### config.mk
export PLATFORM = sky130hd
export DESIGN_NAME = bipartite_check_dfs
export DESIGN_NICKNAME = d
export VERILOG_FILES = /design/src/sv/bcd_pkg.sv /design/src/sv/bcd_ram.sv /design/src/sv/bipartite_check_dfs.sv
export SDC_FILE = /design/constraint.sdc
export NUM_CORES = 1
export LEC_CHECK = 0
export ABC_AREA = 1
export ABC_CLOCK_PERIOD_IN_PS = 5500
export BUFFER_PORTS_ARGS = -buffer_cell sky130_fd_sc_hd__buf_2
export CAP_MARGIN = 10
export CORE_AREA = 2 2 367 223
export DETAILED_ROUTE_END_ITERATION = 8
export DIE_AREA = 0 0 369 225
export GPL_TIMING_DRIVEN = 1
export PLACE_DENSITY_LB_ADDON = 0.15
export SLEW_MARGIN = 5
export SYNTH_ARGS = -nofsm -noshare
export SYNTH_HDL_FRONTEND = slang
export SYNTH_SLANG_ARGS = --single-unit
### constraint.sdc
create_clock -name aclk -period 5.5 [get_ports aclk]
set_clock_uncertainty 0.1 [all_clocks]
set_input_delay 1.65 -clock aclk [delete_from_list [all_inputs] [get_ports aclk]]
set_output_delay 1.65 -clock aclk [all_outputs]
set_load 0.01 [all_outputs]
### src/sv/bcd_pkg.sv
// shared types and codes for the bipartite check block
`timescale 1ns / 1ps

package bcd_pkg;

    localparam int FUNC_W    = 2;
    localparam int FIELD_W   = 4;
    localparam int VERDICT_W = 2;

    localparam logic [FUNC_W-1:0] FUNC_ADD      = 2'd0;
    localparam logic [FUNC_W-1:0] FUNC_CLEAR    = 2'd1;
    localparam logic [FUNC_W-1:0] FUNC_CHECK    = 2'd2;
    localparam logic [FUNC_W-1:0] FUNC_RESERVED = 2'd3;

    localparam logic [VERDICT_W-1:0] VERDICT_ACK           = 2'd0;
    localparam logic [VERDICT_W-1:0] VERDICT_BIPARTITE     = 2'd1;
    localparam logic [VERDICT_W-1:0] VERDICT_NOT_BIPARTITE = 2'd2;
    localparam logic [VERDICT_W-1:0] VERDICT_UNUSED        = 2'd3;

    typedef enum logic [3:0] {
        S_IDLE,
        S_ADD_RD_SRC,
        S_ADD_WR_SRC,
        S_ADD_RD_DST,
        S_ADD_WR_DST,
        S_CHK_LOAD,
        S_CHK_SCAN,
        S_CHK_POP,
        S_EMIT
    } state_t;

endpackage

### src/sv/bcd_ram.sv
// generic simple dual-port ram with registered read
`timescale 1ns / 1ps

module bcd_ram #(
    parameter int WIDTH = 16,
    parameter int DEPTH = 16
) (
    input  logic                     clk,
    input  logic                     we,
    input  logic [$clog2(DEPTH)-1:0] waddr,
    input  logic [WIDTH-1:0]         wdata,
    input  logic [$clog2(DEPTH)-1:0] raddr,
    output logic [WIDTH-1:0]         rdata
);

    logic [WIDTH-1:0] mem_reg [DEPTH];
    logic [WIDTH-1:0] rdata_reg;

    always_ff @(posedge clk) begin
        if (we) begin
            mem_reg[waddr] <= wdata;
        end
        rdata_reg <= mem_reg[raddr];
    end

    assign rdata = rdata_reg;

endmodule

### src/sv/bipartite_check_dfs.sv
// add item: reads and rewrites the source row, then the destination row, in S_ADD_RD_SRC,
//   S_ADD_WR_SRC, S_ADD_RD_DST and S_ADD_WR_DST, then S_EMIT; clear, reserved, an edge or
//   a start out of range go straight to S_EMIT; no overlap with the next item
// check item: S_CHK_LOAD per reached vertex and per resume after a pop (via S_CHK_POP), then
//   one adjacency bit tested per cycle in S_CHK_SCAN; this single-bit scan sets the check's length
// a new item is taken whenever the sequencer is idle, even while a result waits
// aresetn (synchronous) empties the graph at once through per-row valid bits, no sweep
`timescale 1ns / 1ps

module bipartite_check_dfs #(
    parameter int MAX_VERTICES = 16
) (
    input  logic        aclk,
    input  logic        aresetn,
    input  logic        s_tvalid,
    output logic        s_tready,
    input  logic [15:0] s_tdata,   // edge_src[3:0], edge_dest[7:4], start_vertex[11:8], zero
    input  logic [1:0]  s_tuser,   // func[1:0]
    output logic        m_tvalid,
    input  logic        m_tready,
    output logic [7:0]  m_tdata    // verdict[1:0], zero
);

    localparam int VW = $clog2(MAX_VERTICES);
    localparam int UW = $clog2(MAX_VERTICES + 1);
    localparam int LW = UW;
    localparam int SW = VW + UW;
    localparam logic [MAX_VERTICES-1:0] ROW_ONE = {{(MAX_VERTICES-1){1'b0}}, 1'b1};

    bcd_pkg::state_t state_reg, state_next;

    logic [bcd_pkg::FIELD_W-1:0] src_reg, src_next;
    logic [bcd_pkg::FIELD_W-1:0] dst_reg, dst_next;
    logic [VW-1:0]               top_v_reg, top_v_next;
    logic [UW-1:0]               top_u_reg, top_u_next;
    logic [LW-1:0]               level_reg, level_next;
    logic [MAX_VERTICES-1:0]     visited_reg, visited_next;
    logic [MAX_VERTICES-1:0]     side_reg, side_next;
    logic [MAX_VERTICES-1:0]     row_reg, row_next;
    logic [MAX_VERTICES-1:0]     row_valid_reg, row_valid_next;
    logic [bcd_pkg::VERDICT_W-1:0] res_reg, res_next;
    logic                          m_valid_reg, m_valid_next;
    logic [bcd_pkg::VERDICT_W-1:0] m_verdict_reg, m_verdict_next;

    logic                        adj_we;
    logic [VW-1:0]               adj_waddr, adj_raddr;
    logic [MAX_VERTICES-1:0]     adj_wdata, adj_rdata;
    logic                        stk_we;
    logic [VW-1:0]               stk_waddr, stk_raddr;
    logic [SW-1:0]               stk_wdata, stk_rdata;

    logic                        in_accept;
    logic [bcd_pkg::FIELD_W-1:0] in_src, in_dst, in_start;
    logic                        in_edge_ok, in_start_ok;
    logic [VW-1:0]               src_idx, dst_idx, u_idx;
    logic [LW-1:0]               lvl_m1, lvl_m2;
    logic                        scan_done, edge_hit, u_seen, side_v, side_u, can_push;
    logic                        slot_free;

    assign in_accept   = s_tvalid && s_tready;
    assign in_src      = s_tdata[3:0];
    assign in_dst      = s_tdata[7:4];
    assign in_start    = s_tdata[11:8];
    assign in_edge_ok  = (32'(in_src) < 32'(MAX_VERTICES)) && (32'(in_dst) < 32'(MAX_VERTICES));
    assign in_start_ok = 32'(in_start) < 32'(MAX_VERTICES);

    assign src_idx   = VW'(src_reg);
    assign dst_idx   = VW'(dst_reg);
    assign u_idx     = top_u_reg[VW-1:0];
    assign lvl_m1    = level_reg - LW'(1);
    assign lvl_m2    = level_reg - LW'(2);
    assign scan_done = top_u_reg == UW'(MAX_VERTICES);
    assign edge_hit  = row_reg[u_idx];
    assign u_seen    = visited_reg[u_idx];
    assign side_v    = side_reg[top_v_reg];
    assign side_u    = side_reg[u_idx];
    assign can_push  = level_reg < LW'(MAX_VERTICES);
    assign slot_free = !m_valid_reg || m_tready;

    assign s_tready = state_reg == bcd_pkg::S_IDLE;
    assign m_tvalid = m_valid_reg;
    assign m_tdata  = {{(8 - bcd_pkg::VERDICT_W){1'b0}}, m_verdict_reg};

    bcd_ram #(
        .WIDTH (MAX_VERTICES),
        .DEPTH (MAX_VERTICES)
    ) u_adj_ram (
        .clk   (aclk),
        .we    (adj_we),
        .waddr (adj_waddr),
        .wdata (adj_wdata),
        .raddr (adj_raddr),
        .rdata (adj_rdata)
    );

    // stack frames below the top one: {vertex, next neighbor to scan}
    bcd_ram #(
        .WIDTH (SW),
        .DEPTH (MAX_VERTICES)
    ) u_stack_ram (
        .clk   (aclk),
        .we    (stk_we),
        .waddr (stk_waddr),
        .wdata (stk_wdata),
        .raddr (stk_raddr),
        .rdata (stk_rdata)
    );

    always_comb begin
        state_next = state_reg;
        case (state_reg)
            bcd_pkg::S_IDLE: begin
                if (in_accept) begin
                    case (s_tuser)
                        bcd_pkg::FUNC_ADD:   state_next = in_edge_ok ? bcd_pkg::S_ADD_RD_SRC
                                                                     : bcd_pkg::S_EMIT;
                        bcd_pkg::FUNC_CHECK: state_next = in_start_ok ? bcd_pkg::S_CHK_LOAD
                                                                      : bcd_pkg::S_EMIT;
                        default:             state_next = bcd_pkg::S_EMIT;
                    endcase
                end
            end
            bcd_pkg::S_ADD_RD_SRC: state_next = bcd_pkg::S_ADD_WR_SRC;
            bcd_pkg::S_ADD_WR_SRC: state_next = bcd_pkg::S_ADD_RD_DST;
            bcd_pkg::S_ADD_RD_DST: state_next = bcd_pkg::S_ADD_WR_DST;
            bcd_pkg::S_ADD_WR_DST: state_next = bcd_pkg::S_EMIT;
            bcd_pkg::S_CHK_LOAD:   state_next = bcd_pkg::S_CHK_SCAN;
            bcd_pkg::S_CHK_SCAN: begin
                if (scan_done) begin
                    state_next = (level_reg == LW'(1)) ? bcd_pkg::S_EMIT : bcd_pkg::S_CHK_POP;
                end else if (edge_hit) begin
                    if (!u_seen) begin
                        state_next = can_push ? bcd_pkg::S_CHK_LOAD : bcd_pkg::S_CHK_SCAN;
                    end else if (side_u == side_v) begin
                        state_next = bcd_pkg::S_EMIT;
                    end
                end
            end
            bcd_pkg::S_CHK_POP: state_next = bcd_pkg::S_CHK_LOAD;
            bcd_pkg::S_EMIT: begin
                if (slot_free) begin
                    state_next = bcd_pkg::S_IDLE;
                end
            end
            default: state_next = bcd_pkg::S_IDLE;
        endcase
    end

    always_comb begin
        src_next       = src_reg;
        dst_next       = dst_reg;
        top_v_next     = top_v_reg;
        top_u_next     = top_u_reg;
        level_next     = level_reg;
        visited_next   = visited_reg;
        side_next      = side_reg;
        row_next       = row_reg;
        row_valid_next = row_valid_reg;
        res_next       = res_reg;
        m_valid_next   = m_valid_reg && !m_tready;
        m_verdict_next = m_verdict_reg;
        adj_we         = 1'b0;
        adj_waddr      = '0;
        adj_wdata      = '0;
        adj_raddr      = top_v_reg;
        stk_we         = 1'b0;
        stk_waddr      = '0;
        stk_wdata      = '0;
        stk_raddr      = '0;
        case (state_reg)
            bcd_pkg::S_IDLE: begin
                if (in_accept) begin
                    src_next   = in_src;
                    dst_next   = in_dst;
                    top_v_next = VW'(in_start);
                    top_u_next = '0;
                    adj_raddr  = VW'(in_start);
                    res_next   = bcd_pkg::VERDICT_ACK;
                    case (s_tuser)
                        bcd_pkg::FUNC_CLEAR: row_valid_next = '0;
                        bcd_pkg::FUNC_CHECK: begin
                            visited_next = '0;
                            side_next    = '0;
                            level_next   = '0;
                            res_next     = bcd_pkg::VERDICT_BIPARTITE;
                            if (in_start_ok) begin
                                visited_next = ROW_ONE << VW'(in_start);
                                level_next   = LW'(1);
                            end
                        end
                        default: ;
                    endcase
                end
            end
            bcd_pkg::S_ADD_RD_SRC: adj_raddr = src_idx;
            bcd_pkg::S_ADD_WR_SRC: begin
                adj_we    = 1'b1;
                adj_waddr = src_idx;
                adj_wdata = (row_valid_reg[src_idx] ? adj_rdata : '0) | (ROW_ONE << dst_idx);
                row_valid_next[src_idx] = 1'b1;
            end
            bcd_pkg::S_ADD_RD_DST: adj_raddr = dst_idx;
            bcd_pkg::S_ADD_WR_DST: begin
                adj_we    = 1'b1;
                adj_waddr = dst_idx;
                adj_wdata = (row_valid_reg[dst_idx] ? adj_rdata : '0) | (ROW_ONE << src_idx);
                row_valid_next[dst_idx] = 1'b1;
            end
            bcd_pkg::S_CHK_LOAD: begin
                row_next = row_valid_reg[top_v_reg] ? adj_rdata : '0;
            end
            bcd_pkg::S_CHK_SCAN: begin
                if (scan_done) begin
                    // pop: fetch the frame below, it becomes the new top
                    level_next = lvl_m1;
                    stk_raddr  = lvl_m2[VW-1:0];
                    res_next   = bcd_pkg::VERDICT_BIPARTITE;
                end else begin
                    top_u_next = top_u_reg + UW'(1);
                    if (edge_hit) begin
                        if (!u_seen) begin
                            visited_next[u_idx] = 1'b1;
                            side_next[u_idx]    = !side_v;
                            if (can_push) begin
                                stk_we     = 1'b1;
                                stk_waddr  = lvl_m1[VW-1:0];
                                stk_wdata  = {top_v_reg, top_u_reg + UW'(1)};
                                top_v_next = u_idx;
                                top_u_next = '0;
                                level_next = level_reg + LW'(1);
                                adj_raddr  = u_idx;
                            end
                        end else if (side_u == side_v) begin
                            res_next   = bcd_pkg::VERDICT_NOT_BIPARTITE;
                            level_next = '0;
                        end
                    end
                end
            end
            bcd_pkg::S_CHK_POP: begin
                top_v_next = stk_rdata[SW-1:UW];
                top_u_next = stk_rdata[UW-1:0];
                adj_raddr  = stk_rdata[SW-1:UW];
            end
            bcd_pkg::S_EMIT: begin
                if (slot_free) begin
                    m_valid_next   = 1'b1;
                    m_verdict_next = res_reg;
                end
            end
            default: ;
        endcase
    end

    always_ff @(posedge aclk) begin
        if (!aresetn) begin
            state_reg     <= bcd_pkg::S_IDLE;
            level_reg     <= '0;
            visited_reg   <= '0;
            side_reg      <= '0;
            row_valid_reg <= '0;
            m_valid_reg   <= 1'b0;
        end else begin
            state_reg     <= state_next;
            level_reg     <= level_next;
            visited_reg   <= visited_next;
            side_reg      <= side_next;
            row_valid_reg <= row_valid_next;
            m_valid_reg   <= m_valid_next;
        end
    end

    always_ff @(posedge aclk) begin
        src_reg       <= src_next;
        dst_reg       <= dst_next;
        top_v_reg     <= top_v_next;
        top_u_reg     <= top_u_next;
        row_reg       <= row_next;
        res_reg       <= res_next;
        m_verdict_reg <= m_verdict_next;
    end

endmodule

==> metrics.md, run 1 <==
| Metric | Value |
|---|---|
| Outcome | complete, no violations |
| Filler cell count | 8016 |
| Most frequent standard cell in the layout excluding fill and tap cells | sky130_fd_sc_hd__nand2_1 |
| Number of buffers added by the clock tree synthesis step | 54 |
| Final nets | between 2000 and 2500 |
| Hold_sp | visited_reg[13] |
| Via/cell ratio | 5.033 |
| Overall fraction of global-route tracks in use | 17.86% |
| Share of async-settable or async-resettable flops after synthesis | 0% |
| Post-DP Area | ~0.025 sq mm |
| DR DRC count | 0 |
| Endpoint class of the critical path | flip-flop |
| Antenna violations before repair | 5 |
| Count of final max-slew check failures | 0 |
| Max FFs per register | between 200 and 300 |
| Final Instance Area | approximately 0.027 sq mm |
| Sequential-to-total area share from yosys stat | between 60% and 70% |
| Clock transition at the registers of the reported paths | about 0.060 ns |
| Initial DRC Count | 1809 |
| Final weighted congestion in routability-driven placement | between 0.8 and 0.9 |
| Yosys synthesis warning count | 0 |
| Starting density of the core | about 30% |
| Reg2reg setup slack | around 1.6 ns |
| CTS tree | built |
| Synth cell types | 48 |
| Number of violations of the max-capacitance limit | 0 |
| Hold_buf cts | 0 |
| Worst reg2reg path startpoint | top_u_reg[0] |
| Transition time of the tightest slew-check pin | roughly 1.1 ns |
| Area used by multi-input combinational logic | slightly above 0.007 sq mm |
| Quantity of gates resized following cts | 0 |
| Worst flop-to-flop path endpoint | u_adj_ram.rdata[4] |
| Height of the die | ~230 microns |
| Maximum number of buffers from clock root to sink | 3 |
| Accumulated negative setup slack | 0 ns |
| Crit Path Max Fanout | between 60 and 70 |
| Unrepaired setup endpoints after global routing | false |
| Count of boundary I/O pins | 32 |
| Relative slew slack | between 20% and 30% |
| Grt total ovfl | 0 |
| Period utilization | 70.45% |
| H-tree depth | 2 |
| Port bufs | 21 |
| Cell count after synthesis | 2388 |
| Hold worst-path end | visited_reg[13] |
| Number of hold-slack violations in the final timing report | 0 |
| Number of enable flip-flop cells after synthesis | around 440 |
| Average cell area after synthesis | between 9 and 10 sq um |
| Number of global-route vias before repair | ~17000 |
| Leakage power summed over all cells | around 10 nW |
| Instance count along the most critical hold path | 2 |
| Total wire length | about 75 mm |
| Post-CTS setup buffer count | 0 |
| Share of layout cells above drive strength 1 | 9.413% |
| Post-DR wirelength/cell | ~21 microns |
| HPWL after detailed placement | between 40 and 50 mm |
| Vias | 17730 |
| CP Class | reg -> reg |
| Worst Hold Slack | between 0.3 and 0.4 ns |
| Number of clock sinks | 520 |
| Startpoint types | flip-flop |
| Number of flip-flops and latches in the synthesized netlist | 520 |
| Chip width | between 300 and 400 microns |
| Sequential cell area | 0.01478 sq mm |
| Number of rows in the core area | 80 |
| Area of the placeable core | around 0.079 sq mm |
| Number of detailed-route iterations in the first pass | 5 |
| Worst path arrival time | ~4.3 ns |
| Peak supply drop | 0.001087 V |
| Global-route wire length before repair | roughly 110 mm |
| Required time at the worst-slack endpoint | slightly below 6 ns |
| Max Clock Freq | roughly 260 MHz |
| Post-Syn Area | approximately 0.024 sq mm |
| Cells on worst reg2reg path | 17 |
| Commonest cells after routing, fill and taps aside | sky130_fd_sc_hd__nand2_1 (456), sky130_fd_sc_hd__edfxtp_1 (437), sky130_fd_sc_hd__nand3_1 (369), sky130_fd_sc_hd__inv_1 (291), sky130_fd_sc_hd__nor2_1 (144) |
| Power Dens Cells | slightly above 600 mW/mm^2 |
| Die area | around 0.083 sq mm |
| Path class of the lowest-slack min-delay path | reg -> reg |
| Post-detailed-route count of antenna-violating nets | 0 |
| Dominant register cell in the synthesized netlist | sky130_fd_sc_hd__edfxtp_1 |
| Final count of negative-setup-slack endpoints | 0 |
| Pin count of the biggest net entering global routing | between 100 and 150 |
| Area added between synthesis and finish | 13.26% |
| Tmin final | ~3.9 ns |
| Root Buffer Master | sky130_fd_sc_hd__clkbuf_16 |
| Worst-skew pair later-pin latency | ~0.63 ns |
cells in the mapped netlist (4+ instances only):
cell type / instances / area [sq um]
sky130_fd_sc_hd__inv_1: 291 / 1092
sky130_fd_sc_hd__clkbuf_1: 59 / 221.5
sky130_fd_sc_hd__o221ai_1: 42 / 367.9
sky130_fd_sc_hd__nor2_2: 4 / 25.02
sky130_fd_sc_hd__nand3_1: 369 / 1847
sky130_fd_sc_hd__edfxtp_1: 437 / 13120
sky130_fd_sc_hd__o21ai_1: 6 / 30.03
sky130_fd_sc_hd__buf_2: 37 / 185.2
sky130_fd_sc_hd__buf_6: 6 / 67.56
sky130_fd_sc_hd__a22oi_1: 6 / 45.04
sky130_fd_sc_hd__dfxtp_1: 83 / 1662
sky130_fd_sc_hd__xnor2_1: 4 / 35.03
sky130_fd_sc_hd__o2111ai_1: 5 / 43.79
sky130_fd_sc_hd__a21oi_1: 88 / 440.4
sky130_fd_sc_hd__nand3b_1: 35 / 262.8
sky130_fd_sc_hd__ha_1: 10 / 125.1
sky130_fd_sc_hd__o31ai_1: 7 / 52.55
sky130_fd_sc_hd__o311ai_0: 11 / 96.34
sky130_fd_sc_hd__o21ai_0: 109 / 545.5
sky130_fd_sc_hd__nand2_1: 458 / 1719
sky130_fd_sc_hd__o22ai_1: 15 / 93.84
sky130_fd_sc_hd__nand2_2: 4 / 25.02
sky130_fd_sc_hd__a41oi_1: 6 / 52.55
sky130_fd_sc_hd__a211oi_1: 9 / 67.56
sky130_fd_sc_hd__nor2_1: 164 / 615.6
sky130_fd_sc_hd__or2_2: 9 / 56.30
sky130_fd_sc_hd__xor2_1: 5 / 43.79
sky130_fd_sc_hd__inv_2: 12 / 45.04
sky130_fd_sc_hd__o211ai_1: 21 / 157.7
sky130_fd_sc_hd__a22o_1: 16 / 140.1
sky130_fd_sc_hd__buf_4: 28 / 210.2
how the worst max path moves through the flow:
stage	to	start	slack, ns
3_3_place_gp	u_adj_ram.rdata[12]	s_tvalid	1.33
4_1_cts	u_adj_ram.rdata[15]	top_u_reg[0]	1.66
5_1_grt	u_adj_ram.rdata[13]	top_u_reg[0]	1.39
6_report	u_adj_ram.rdata[4]	top_u_reg[0]	1.63
3_5_place_dp	u_adj_ram.rdata[12]	s_tvalid	1.30
2_1_floorplan	side_reg[15]	s_tuser[1]	2.43
cells by family (layout without fill, tap and decap cells):
| logic type | count (synthesis) | in the layout | synth area share (%) |
|---|---|---|---|
| AO/OA/AOI/OAI | 353 | 353 | 9.415 |
| XOR/XNOR | 9 | 9 | 0.3319 |
| adder cells (fa/ha/maj) | 10 | 10 | 0.5269 |
| buffers and inverters | 439 | 500 | 7.777 |
| flip-flops | 520 | 520 | 62.26 |
| other | 1 | 8 | 0.01579 |
| AND/OR/NAND/NOR | 1056 | 1056 | 19.68 |
layer usage:
metal / global-route usage (%) / wire length (microns) / up-vias
met5: 0 / 24 / -
met4: 4.226 / 1319 / 6
met3: 4.485 / 6624 / 96
met2: 22.40 / 27300 / 634
met1: 29.39 / 39370 / 8693
li1: - / - / 8297
where the power goes:
| group | internal (mW) | switching, mW | total [mW] |
|---|---|---|---|
| Combinational | 2.19 | 5.84 | 8.03 |
| Sequential | 4.88 | 0.262 | 5.14 |
| Clock | 2.04 | 1.55 | 3.59 |
| Total | 9.10 | 7.66 | 16.8 |
area by class of cell:
| type | count | share of cell area [%] |
|---|---|---|
| antenna | 2 | 0.01861 |
| clock buffer | 79 | 5.596 |
| clock inverter | 21 | 0.7350 |
| inverter | 307 | 4.294 |
| multi-input combinational | 1434 | 26.85 |
| sequential | 520 | 54.97 |
| tap | 1066 | 4.959 |
| timing repair buffer | 93 | 2.586 |
critical path, cell delays in order, from the launching register on:
cell and delay, ns:
sky130_fd_sc_hd__edfxtp_1 0.41, sky130_fd_sc_hd__inv_2 0.26, sky130_fd_sc_hd__ha_1 0.21, sky130_fd_sc_hd__inv_1 0.12, sky130_fd_sc_hd__nor2_2 0.24, sky130_fd_sc_hd__nand2_2 0.24
sky130_fd_sc_hd__nand2_1 0.17, sky130_fd_sc_hd__inv_2 0.08, sky130_fd_sc_hd__nand2_2 0.27, sky130_fd_sc_hd__nand2_1 0.09, sky130_fd_sc_hd__nand2_1 0.09, sky130_fd_sc_hd__nand3_1 0.09
sky130_fd_sc_hd__nand2_2 0.11, sky130_fd_sc_hd__buf_4 0.72, sky130_fd_sc_hd__nand3_1 0.17, sky130_fd_sc_hd__nand3_1 0.16, sky130_fd_sc_hd__nand3_1 0.10, sky130_fd_sc_hd__nand2_1 0.10
stage by stage:
| step | utilization (%) | setup WS [ns] | cells | power (mW) |
|---|---|---|---|---|
| 2_1_floorplan | - | 2.428 | 2393 | 10.80 |
| 3_3_place_gp | 31.77 | 1.329 | 3420 | 13.22 |
| 3_5_place_dp | 31.77 | 1.298 | 3420 | 13.22 |
| 4_1_cts | 33.92 | 1.661 | 3520 | 16.85 |
| 5_1_grt | 33.92 | 1.385 | 3520 | 17.92 |
| 6_report | 33.93 | 1.625 | 3522 | 16.76 |
Note: power is estimated with default switching activity, not from simulation.
==> run 2: changes to the inputs <==
--- a/config.mk
+++ b/config.mk
@@ -6,7 +6,7 @@
 export NUM_CORES = 1
 export LEC_CHECK = 0
 export ABC_AREA = 1
-export ABC_CLOCK_PERIOD_IN_PS = 5500
+export ABC_CLOCK_PERIOD_IN_PS = 3200
 export BUFFER_PORTS_ARGS = -buffer_cell sky130_fd_sc_hd__buf_2
 export CAP_MARGIN = 10
 export CORE_AREA = 2 2 367 223
==> constraint.sdc (replaced) <==
create_clock -name aclk -period 3.2 [get_ports aclk]
set_clock_uncertainty 0.1 [all_clocks]
set_input_delay 0.96 -clock aclk [delete_from_list [all_inputs] [get_ports aclk]]
set_output_delay 0.96 -clock aclk [all_outputs]
set_load 0.01 [all_outputs]
==> run 2 against run 1 <==
Compared with the run above:
- clock power rose by 70%
- highest routed layer is now met4
- count of clock-buffer cells in the layout fell by 4
- register-to-register slack got worse by 1.5 ns
- critical endpoint is now u_adj_ram.rdata[2]
- sequential cell count did not move
==> metrics.md, run 2 (synthesized netlist as in run 1, its figures left out) <==
| Metric | Value |
|---|---|
| Outcome | complete, no violations |
| Grt total ovfl | 0 (unchanged) |
| Maximum number of buffers from clock root to sink | 3 (unchanged) |
| Vias | 18250 (+3.0%) |
| Number of detailed-route iterations in the first pass | 6 (+1) |
| Global-route wire length before repair | 112.8 mm (+2.7%) |
| Post-detailed-route count of antenna-violating nets | 0 (unchanged) |
| Required time at the worst-slack endpoint | 3.60 ns (-2.36 ns) |
| Count of boundary I/O pins | 32 (unchanged) |
| Hold_buf cts | 0 (unchanged) |
| Accumulated negative setup slack | 0 ns (unchanged) |
| Most frequent standard cell in the layout excluding fill and tap cells | sky130_fd_sc_hd__nand2_1 |
| Power Dens Cells | 1135 mW/mm^2 (+82%) |
| Final weighted congestion in routability-driven placement | 0.9216 (+2.7%) |
| Antenna violations before repair | 3 (-2) |
| Chip width | 369 microns (unchanged) |
| Final nets | 2550 (+4.4%) |
| Path class of the lowest-slack min-delay path | reg -> reg |
| Pin count of the biggest net entering global routing | 64 (-50%) |
| Startpoint types | flip-flop |
| Die area | 0.08303 sq mm (unchanged) |
| Area of the placeable core | 0.07928 sq mm (unchanged) |
| Crit Path Max Fanout | 21 (-67%) |
| Overall fraction of global-route tracks in use | 18.30% (+0.43 points) |
| Height of the die | 225 microns (unchanged) |
| Root Buffer Master | sky130_fd_sc_hd__clkbuf_16 |
| HPWL after detailed placement | 52.58 mm (+9.3%) |
| Cells after DPL | 3516 (+2.8%) |
| Max FFs per register | 256 (unchanged) |
| Final count of negative-setup-slack endpoints | 0 (unchanged) |
| Via/cell ratio | 5.037 (about the same) |
| Endpoint class of the critical path | flip-flop |
| Total wire length | 78.46 mm (+5.1%) |
| H-tree depth | 2 (unchanged) |
| Number of buffers added by the clock tree synthesis step | 52 (-3.7%) |
| Unrepaired setup endpoints after global routing | true |
| Commonest cells after routing, fill and taps aside | sky130_fd_sc_hd__nand2_1 (453), sky130_fd_sc_hd__edfxtp_1 (437), sky130_fd_sc_hd__nand3_1 (366), sky130_fd_sc_hd__inv_1 (291), sky130_fd_sc_hd__buf_4 (144) |
| Starting density of the core | 29.96% (unchanged) |
| Number of rows in the core area | 80 (unchanged) |
| Number of clock sinks | 520 (unchanged) |
| Clock transition at the registers of the reported paths | 0.06 ns (about the same) |
| Period utilization | 94.73% (+24 points) |
| Worst-skew pair later-pin latency | 0.62 ns (about the same) |
| Filler cell count | 7975 (-0.51%) |
| Relative slew slack | 51.86% (+28 points) |
| Tmin final | 3.031 ns (-0.8436 ns) |
| Worst path arrival time | 3.43 ns (-0.91 ns) |
| Post-DR wirelength/cell | 21.66 microns (+2.2%) |
| CP Class | reg -> reg |
| Initial DRC Count | 2121 (+17%) |
| Share of layout cells above drive strength 1 | 13.53% (+4.1 points) |
| Number of violations of the max-capacitance limit | 0 (unchanged) |
| Transition time of the tightest slew-check pin | 0.7177 ns (-0.4239 ns) |
| DR DRC count | 0 (unchanged) |
| Leakage power summed over all cells | 11.23 nW (+7.0%) |
| Max Clock Freq | 329.9 MHz (+28%) |
| Number of hold-slack violations in the final timing report | 0 (unchanged) |
| Port bufs | 21 (unchanged) |
| Number of global-route vias before repair | 16790 (+1.0%) |
| Diode insertion count for antenna repair | 0 (-2) |
| CTS tree | built |
| Area added between synthesis and finish | 18.65% |
| Count of final max-slew check failures | 0 (unchanged) |
| Peak supply drop | 0.0008545 V (-21%) |
| Finished Layout Cells | 3623 (+2.9%) |
## run 2: changes by cell type in the layout (fill, tap and decap cells not counted), sizes merged
cell,delta
inv,-2
buf,+104
diode,-2
bufinv,-1
clkinvlp,-1
clkbuf,+2
clkinv,+1
## run 2: through the flow
stage	area (sq um)	setup slack [ns]	total power [mW]	utilization [%]	hold WS, ns
4_1_cts	27830	0.0003066	30.54	35.11	0.3419
6_report	28180	0.1687	31.98	35.54	0.3335
3_3_place_gp	26170	0.01734	24.22	33.01	0.3082
2_1_floorplan	23770	0.1314	18.56	-	0.3003
5_1_grt	28180	-0.007826	34.05	35.54	0.3617
3_5_place_dp	26170	0.01113	24.30	33.01	0.3142
## run 2: critical path, stage by stage (launching register included)
cell and delay, ns:
sky130_fd_sc_hd__edfxtp_1 0.46, sky130_fd_sc_hd__inv_2 0.12, sky130_fd_sc_hd__buf_6 0.15, sky130_fd_sc_hd__nand2_1 0.07
sky130_fd_sc_hd__nand3_1 0.08, sky130_fd_sc_hd__nand2_2 0.10, sky130_fd_sc_hd__nand2_1 0.08, sky130_fd_sc_hd__nand2_1 0.09
sky130_fd_sc_hd__nor2_4 0.20, sky130_fd_sc_hd__nand3_1 0.10, sky130_fd_sc_hd__nor2_1 0.10, sky130_fd_sc_hd__nor2_1 0.06
sky130_fd_sc_hd__nand2_2 0.09, sky130_fd_sc_hd__nand3_4 0.18, sky130_fd_sc_hd__nand2_8 0.20, sky130_fd_sc_hd__buf_12 0.13
sky130_fd_sc_hd__buf_12 0.16, sky130_fd_sc_hd__nand2_1 0.07, sky130_fd_sc_hd__nand3_1 0.07, sky130_fd_sc_hd__nand3_1 0.14
sky130_fd_sc_hd__nand3_1 0.10, sky130_fd_sc_hd__nand2_1 0.05
## run 2: area by class of cell
| cell class | count | area, sq um | share of cell area [%] |
|---|---|---|---|
| inverters | 307 | 1165 | 4.134 |
| repair buffers | 203 | 1959 | 6.954 |
| well taps | 1066 | 1334 | 4.734 |
| clock buffers | 75 | 1511 | 5.364 |
| multi-input cells | 1434 | 7277 | 25.83 |
| clock inverters | 18 | 146.4 | 0.5195 |
| flip-flops and latches | 520 | 14780 | 52.47 |
## run 2: per-layer routing
metal	share of wire, %	vias to the layer above	global-route usage, %
met4	1.3	0	3.384
met3	9.0	74	4.189
met1	54	8906	31.08
li1	-	8514	-
met2	36	756	22.49
met5	0	-	0
## run 2: timing repair
item / 4_1_cts / 5_1_grt
gates resized for setup: 2 / 30
setup endpoints to repair: 2 / 158
cloned: 0 / 6
setup buffers: 0 / 8
pin swaps: 1 / 6
## run 2: path summary, 6_finish.rpt
kind	start	to	slack [ns]	cells after the start
setup / recovery	top_u_reg[0]	u_adj_ram.rdata[2]	0.17	21
setup reg to reg	top_u_reg[0]	u_adj_ram.rdata[2]	0.17	21
hold / removal	res_reg[0]	m_verdict_reg[0]	0.33	0
hold reg to reg	res_reg[0]	m_verdict_reg[0]	0.33	0
## run 2: where the power goes
group / leakage, nW / switching, mW / internal, mW
combinational: 5.44 / 11.2 / 5.86
clock: 0.805 / 2.68 / 3.43
sequential: 4.99 / 0.439 / 8.38
